`src/hw/rtl/dbf_pkg.sv`:
```
`timescale 1ns / 1ps
// ----------------------------------------------------------------------------
// dbf_pkg: shared types and constants of the duplicate-rejecting byte queue
// Queue depth, request and status codes, and the control word of one cell.
// ----------------------------------------------------------------------------
package dbf_pkg;

	// number of queue slots, one cell each (2 to 256)
	localparam int DEPTH = 256;
	// width of the entry count, which must hold DEPTH itself
	localparam int CNT_W = $clog2(DEPTH + 1);

	// request codes
	localparam logic [1:0] REQ_ENQ  = 2'd0;
	localparam logic [1:0] REQ_DEQ  = 2'd1;
	localparam logic [1:0] REQ_TAIL = 2'd2;

	// result status codes
	typedef enum logic [1:0] {
		ST_OK    = 2'd0,
		ST_DUP   = 2'd1,
		ST_EMPTY = 2'd2,
		ST_FULL  = 2'd3
	} status_t;

	// control broadcast to every cell
	typedef struct packed {
		logic shift;	// dequeue: take the neighbour's contents
		logic load;	// enqueue: first free cell captures the byte
	} cell_ctrl_t;

endpackage

```
`src/hw/rtl/dedup_byte_fifo_top.sv`:
```
`timescale 1ns / 1ps
// ----------------------------------------------------------------------------
// dedup_byte_fifo_top: byte queue that refuses duplicate values
// First-in first-out queue of bytes built as a chain of cells, with a
// presence map that rejects a byte already queued.
// ----------------------------------------------------------------------------
// Use:
//   Issue a request by raising start with req_type and value. The item is
//   taken at a rising edge where start is high and busy is low; busy stays
//   low, so one item can be taken every cycle.
//   req_type: enqueue value, dequeue oldest, or read newest value.
//   Exactly one result per item appears in the cycle after the item is taken:
//   done is high for that single cycle with status, data, empty_res and
//   count. Throughput is one item per cycle; the presence map lookup and
//   the cell load decision for an item settle in the cycle in which that
//   item is taken.
//   The receiver cannot hold results off: sample them whenever done is high.
//   A duplicate enqueue is rejected before the full check; dequeue or read
//   of an empty queue reports empty; an unused request code is a no-op.
//   Reset (arst_n low) empties the queue and clears the presence map at
//   once; no clearing pass is needed.
// Structure:
//   Cell 0 holds the oldest byte. A dequeue shifts every cell towards the
//   head by one; an enqueue lands in the first free cell. The newest byte
//   is kept in a separate register for the read request.
// ----------------------------------------------------------------------------
module dedup_byte_fifo_top (
	input  logic                      clk,
	input  logic                      arst_n,
	input  logic                      start,
	output logic                      busy,
	input  logic [1:0]                req_type,
	input  logic [7:0]                value,
	output logic                      done,
	output logic [1:0]                status,
	output logic [7:0]                data,
	output logic                      empty_res,
	output logic [dbf_pkg::CNT_W-1:0] count
);

	logic                      accept;
	logic                      is_enq;
	logic                      is_deq;
	logic                      is_tail;
	logic                      dup;
	logic                      full;
	logic                      empty;
	logic                      enq_ok;
	logic                      deq_ok;
	dbf_pkg::cell_ctrl_t       ctrl;
	dbf_pkg::status_t          status_d;
	logic [7:0]                data_d;

	logic                      cell_valid [dbf_pkg::DEPTH];
	logic [7:0]                cell_data  [dbf_pkg::DEPTH];

	logic [dbf_pkg::CNT_W-1:0] count_q;
	logic [7:0]                newest_q;
	logic                      done_q;
	dbf_pkg::status_t          status_q;
	logic [7:0]                data_q;

	// every request is taken at once: never hold off the sender
	assign busy   = 1'b0;
	assign accept = start && !busy;

	assign is_enq  = accept && (req_type == dbf_pkg::REQ_ENQ);
	assign is_deq  = accept && (req_type == dbf_pkg::REQ_DEQ);
	assign is_tail = accept && (req_type == dbf_pkg::REQ_TAIL);

	assign full  = (count_q == dbf_pkg::CNT_W'(dbf_pkg::DEPTH));
	assign empty = (count_q == '0);

	assign enq_ok = is_enq && !dup && !full;
	assign deq_ok = is_deq && !empty;

	assign ctrl.shift = deq_ok;
	assign ctrl.load  = enq_ok;

	dbf_presence u_presence (
		.clk      (clk),
		.arst_n   (arst_n),
		.set_en   (enq_ok),
		.set_idx  (value),
		.clr_en   (deq_ok),
		.clr_idx  (cell_data[0]),
		.look_idx (value),
		.hit      (dup)
	);

	// chain of cells: each one takes its neighbour's byte on a dequeue
	for (genvar g = 0; g < dbf_pkg::DEPTH; g++) begin : g_cell
		logic       prev_v;
		logic       next_v;
		logic [7:0] next_d;

		if (g == 0) begin : g_head
			assign prev_v = 1'b1;
		end else begin : g_body
			assign prev_v = cell_valid[g-1];
		end

		if (g == dbf_pkg::DEPTH - 1) begin : g_last
			assign next_v = 1'b0;
			assign next_d = '0;
		end else begin : g_link
			assign next_v = cell_valid[g+1];
			assign next_d = cell_data[g+1];
		end

		dbf_cell u_cell (
			.clk        (clk),
			.arst_n     (arst_n),
			.ctrl       (ctrl),
			.value      (value),
			.prev_valid (prev_v),
			.next_valid (next_v),
			.next_data  (next_d),
			.valid      (cell_valid[g]),
			.data       (cell_data[g])
		);
	end

	// result of the current item
	always_comb begin
		status_d = dbf_pkg::ST_OK;
		data_d   = '0;
		if (is_enq) begin
			if (dup) begin
				status_d = dbf_pkg::ST_DUP;
			end else if (full) begin
				status_d = dbf_pkg::ST_FULL;
			end
		end else if (is_deq) begin
			if (empty) begin
				status_d = dbf_pkg::ST_EMPTY;
			end else begin
				data_d = cell_data[0];
			end
		end else if (is_tail) begin
			if (empty) begin
				status_d = dbf_pkg::ST_EMPTY;
			end else begin
				data_d = newest_q;
			end
		end
	end

	// advance the entry count, hold the newest byte, raise done for one cycle
	always_ff @(posedge clk or negedge arst_n) begin
		if (!arst_n) begin
			count_q <= '0;
			done_q  <= 1'b0;
		end else begin
			done_q <= accept;
			if (enq_ok) begin
				count_q <= dbf_pkg::CNT_W'(count_q + 1'b1);
			end else if (deq_ok) begin
				count_q <= dbf_pkg::CNT_W'(count_q - 1'b1);
			end
		end
	end

	always_ff @(posedge clk) begin
		if (enq_ok) begin
			newest_q <= value;
		end
		if (accept) begin
			status_q <= status_d;
			data_q   <= data_d;
		end
	end

	// the count register already holds the state after the item
	assign done      = done_q;
	assign status    = status_q;
	assign data      = data_q;
	assign count     = count_q;
	assign empty_res = (count_q == '0);

	// head cell is filled exactly when the queue is not empty
	a_head_valid: assert property (@(posedge clk) disable iff (!arst_n)
		(count_q == '0) == !cell_valid[0])
		else $error("head cell valid disagrees with entry count");

	// last cell is filled exactly when the queue is full
	a_last_valid: assert property (@(posedge clk) disable iff (!arst_n)
		full == cell_valid[dbf_pkg::DEPTH-1])
		else $error("last cell valid disagrees with full count");

	// a dequeue from a non-empty queue drops the count by one
	a_deq_count: assert property (@(posedge clk) disable iff (!arst_n)
		deq_ok |=> (count_q == dbf_pkg::CNT_W'($past(count_q) - 1'b1)))
		else $error("entry count not reduced after dequeue");

	// every taken item yields its result on the next cycle
	a_one_result: assert property (@(posedge clk) disable iff (!arst_n)
		accept |=> done)
		else $error("no result for an accepted item");

endmodule

```
`src/hw/rtl/dbf_cell.sv`:
```
`timescale 1ns / 1ps
// ----------------------------------------------------------------------------
// dbf_cell: one slot of the queue chain
// Holds one byte and its valid bit; shifts towards the head on dequeue and
// captures the new byte when it is the first free slot on enqueue.
// ----------------------------------------------------------------------------
module dbf_cell (
	input  logic                clk,
	input  logic                arst_n,
	input  dbf_pkg::cell_ctrl_t ctrl,
	input  logic [7:0]          value,
	input  logic                prev_valid,
	input  logic                next_valid,
	input  logic [7:0]          next_data,
	output logic                valid,
	output logic [7:0]          data
);

	logic       valid_q;
	logic [7:0] data_q;
	logic       take;

	// first free slot: the one behind is filled, this one is not
	assign take = ctrl.load && prev_valid && !valid_q;

	always_ff @(posedge clk or negedge arst_n) begin
		if (!arst_n) begin
			valid_q <= 1'b0;
		end else if (ctrl.shift) begin
			valid_q <= next_valid;
		end else if (take) begin
			valid_q <= 1'b1;
		end
	end

	always_ff @(posedge clk) begin
		if (ctrl.shift) begin
			data_q <= next_data;
		end else if (take) begin
			data_q <= value;
		end
	end

	assign valid = valid_q;
	assign data  = data_q;

endmodule

```
`src/hw/rtl/dbf_presence.sv`:
```
`timescale 1ns / 1ps
// ----------------------------------------------------------------------------
// dbf_presence: map of byte values currently queued
// One flag per byte value; set on enqueue, cleared on dequeue.
// ----------------------------------------------------------------------------
module dbf_presence (
	input  logic       clk,
	input  logic       arst_n,
	input  logic       set_en,
	input  logic [7:0] set_idx,
	input  logic       clr_en,
	input  logic [7:0] clr_idx,
	input  logic [7:0] look_idx,
	output logic       hit
);

	logic [255:0] flags_q;

	always_ff @(posedge clk or negedge arst_n) begin
		if (!arst_n) begin
			flags_q <= '0;
		end else begin
			if (set_en) begin
				flags_q[set_idx] <= 1'b1;
			end
			if (clr_en) begin
				flags_q[clr_idx] <= 1'b0;
			end
		end
	end

	assign hit = flags_q[look_idx];

	// enqueue and dequeue never share a request
	a_no_set_clr: assert property (@(posedge clk) disable iff (!arst_n)
		!(set_en && clr_en))
		else $error("presence map set and clear in one cycle");

	// a set flag is seen on the next cycle
	a_set_seen: assert property (@(posedge clk) disable iff (!arst_n)
		set_en |=> flags_q[$past(set_idx)])
		else $error("presence flag not set after enqueue");

endmodule
```
`config.mk`:
```
export PLATFORM = sky130hd
export DESIGN_NAME = dedup_byte_fifo_top
export DESIGN_NICKNAME = d
export VERILOG_FILES = /design/src/hw/rtl/dbf_pkg.sv /design/src/hw/rtl/dedup_byte_fifo_top.sv /design/src/hw/rtl/dbf_cell.sv /design/src/hw/rtl/dbf_presence.sv
export SDC_FILE = /design/constraint.sdc
export NUM_CORES = 2
export LEC_CHECK = 0
export ABC_AREA = 1
export BUFFER_PORTS_ARGS = -buffer_cell sky130_fd_sc_hd__buf_4
export CORE_ASPECT_RATIO = 0.8
export CORE_UTILIZATION = 58
export CTS_BUF_LIST = sky130_fd_sc_hd__clkbuf_8
export DETAILED_ROUTE_END_ITERATION = 8
export GPL_ROUTABILITY_DRIVEN = 0
export PLACE_DENSITY = 0.75
export RECOVER_POWER = 50
export SLEW_MARGIN = 40
export SYNTH_ARGS = -nofsm -noshare
export SYNTH_HDL_FRONTEND = slang
export SYNTH_SLANG_ARGS = --single-unit
```
`constraint.sdc`:
```
create_clock -name clk -period 10 [get_ports clk]
set_input_delay 2 -clock clk [delete_from_list [all_inputs] [get_ports clk]]
set_output_delay 2 -clock clk [all_outputs]
set_load 0.01 [all_outputs]
```
==> run summary <==
Status - finished, violations left
Failing checks - max-capacitance violations, max-slew violations
Peak supply drop - 129 uV
# DRC - 0
Asr flop ratio synth - 20.2%
Crit Path Class - in -> reg
Crit path launch type - input pin
Crit. End Element - flop
Hpwl dp - 135000 um
Cells after Synth - 10700
Tot GR Track Use - 26.1%
Design area - 118000 um2
Family with the most delay on the worst path - buffers and inverters
Area of the multi-input gates - 29800 um2
Minimum clock period - 7790 ps
WP buf/inv - 6
Hold crit path type - reg -> reg
Post-synth EDFFs - 2058
Clock skew - 78.9 ps
Reg area - 75000 um2
Met3 GRT Util - 6.09%
Via density per instance - 5.60
Fin nets - 10600
CTS Buffer Depth - 4
Worst reg2reg path depth - 10
Worst-path cell chain - clkbuf_1, inv_1, nor3_1, inv_1, nor2_1, clkinv_8, clkbuf_8, nand2_1, clkbuf_2, nand2_1
Slew headroom - -160%
Root Driver - clkbuf_8
Worst EP arrival - 8410 ps
Fin Hold WS - 472 ps
Final Hold Fails - 0
Worst-Margin Slew - 3900 ps
Die area - 189000 um2
Clock transition at the registers of the reported paths - 70 ps
Worst endpoint required time - 10620 ps
Final period utilization - 77.9%
IO buf count - 33
Critical Path Fanout Max - 118
H-tree level count - 5
Setup bufs post-CTS - 0
Initial antenna violation count - 3
Synthesized flop and latch total - 2588
Vias in the first global route - 72400
Total CTS buffers - 400
DRT Pass-1 Iters - 9
Share of the yosys chip area belonging to registers - 69.0%
GR peak layer - met1
Fin cells - 13400
Placed inst area - 111000 um2
Grt ovf - 0
CTS tree - yes
First-pass GRT wire length - 396000 um
Mean post-synth cell area - 10.2 um2
Pins Over Slew Limit - 855
Post-CTS sizing - 0
Hold Crit Depth - 2
Ys flop type - edfxtp_1
FMAX - 128 MHz
GR Util met2 - 37.6%
Largest net degree at the start of global routing - 141
Power, Total - 24.9 mW
Netlist area before placement - 109000 um2
Site Rows - 141
Syn Nets - 10700
DR WL/cell - 18.4 um
Global Route met1 Usage - 39.1%
Hold_buf cts - 0
Slowest cell delay on critical path - 2390 ps
Final-report setup violation count - 0
Starting density of the core - 58.6%
Unique masters post-synth - 35
Yosys warns - 0
Power Density - 211 nW/um2
Pleak - 47.1 nW
Levels on crit path - 10
Placed cells - 12600
First DRT Iteration DRCs - 8568
RSZ-0062 raised after global routing - no
CTS Sinks - 2588
Post-DRT Antenna Nets - 0
Share of cells above drive strength 1 - 9.29%
Setup TNS - 0 ps
Latest clock arrival within the worst-skew pair - 1080 ps
Area of the core - 185000 um2
Total number of vias - 74800
CP max stage cell - clkbuf_2
Fill count - 14300
Area grow syn2layout - 8.72%
Total routed wirelength - 246000 um
# IOs - 35
Max cap viols - 15
DIE WIDTH - 486 um
Die Y - 389 um
[kinds of logic after synthesis]
family | count (synthesis) | share of synthesized area, %
AOI/OAI and AO/OA | 635 | 3.91
other | 1 | 0.00345
xor gates and xnor gates | 7 | 0.0564
DFF | 2588 | 69.0
adders and majority gates | 9 | 0.110
buffers and inverters | 1010 | 3.75
and+or+nand+nor | 6453 | 23.2
[worst min-delay path, delay by kind of cell, from the launching register on]
family	cells	cell delay, ps
flops	1	320
simple gates	2	100
[per-stage QoR]
stage          util [%]  setup WS, ps
4_1_cts            63.8          3840
3_5_place_dp       59.7          2720
5_1_grt            63.7          1930
2_1_floorplan         -          4650
3_3_place_gp       59.5          2340
6_report           63.7          2210
[placed cells by master (no fill, tap or decap), types with 10 or more instances in the layout]
| cell | instances |
|---|---|
| buf_12 | 17 |
| buf_6 | 18 |
| nand2_1 | 4890 |
| clkinv_2 | 66 |
| o21ai_2 | 186 |
| nor2_1 | 1020 |
| o21a_1 | 148 |
| inv_1 | 409 |
| clkbuf_8 | 457 |
| clkbuf_1 | 37 |
| a21oi_1 | 118 |
| nand3_1 | 270 |
| nor2_4 | 11 |
| clkinv_1 | 67 |
| dfrtp_1 | 522 |
| edfxtp_1 | 2058 |
| o21ai_0 | 83 |
| nor4_1 | 97 |
| o21bai_1 | 16 |
| o21ai_1 | 75 |
| bufinv_16 | 10 |
| or2_2 | 127 |
| buf_4 | 62 |
| nor2_2 | 26 |
[power by group]
part           total, mW  leakage (nW)  switching, mW  internal (mW)
Clock               8.56          4.40           4.15           4.42
Sequential          13.6          24.9          0.630           13.0
Combinational       2.79          17.8           1.96          0.836
[routing by layer]
| layer | vias up | routed length [um] |
|---|---|---|
| met3 | 625 | 24200 |
| met1 | 36300 | 109000 |
| met5 | - | 0 |
| met4 | 0 | 7560 |
| met2 | 3423 | 106000 |
| li1 | 34500 | - |
[flip-flops by register name, summed over array words and instances (netlist names)]
| signal | count |
|---|---|
| g_cell.u_cell.data | 2048 |
| g_cell.u_cell.valid | 256 |
| u_presence.flags_q | 256 |
| count | 9 |
| data | 8 |
| newest_q | 8 |
| status | 2 |
| done | 1 |
[layout make-up]
type	instances	area share, %
multi-input combinational	7105	25.2
inverter	301	0.969
clock inverter	265	1.17
clock buffer	455	5.30
timing repair buffer	146	1.20
sequential	2588	63.5
tap	2502	2.65
antenna	6	0.0127
[final timing paths]
kind / start / end / slack, ps
min in group asynchronous: arst_n / u_presence.flags_q[210] / 1570
max in group asynchronous: arst_n / u_presence.flags_q[227] / 3810
hold / removal: g_cell[175].u_cell.data[0] / g_cell[174].u_cell.data[0] / 470
hold reg to reg: g_cell[175].u_cell.data[0] / g_cell[174].u_cell.data[0] / 470
setup reg to reg: count[4] / g_cell[249].u_cell.data[3] / 2900
setup / recovery: start / g_cell[249].u_cell.data[5] / 2210
[cell usage after synthesis (48+ instances only)]
cell,instances,area share (%)
clkbuf_1,584,2.0
o21a_1,148,1.0
or2_2,127,0.73
nand2_1,4890,17
o21ai_2,173,1.4
nor2_1,1055,3.6
nor4_1,97,0.56
buf_1,48,0.17
edfxtp_1,2058,57
dfrtp_1,522,12
a21oi_1,118,0.54
inv_1,292,1.0
nand3_1,270,1.2
o21ai_0,134,0.62
(Power assumes the default switching activity.)
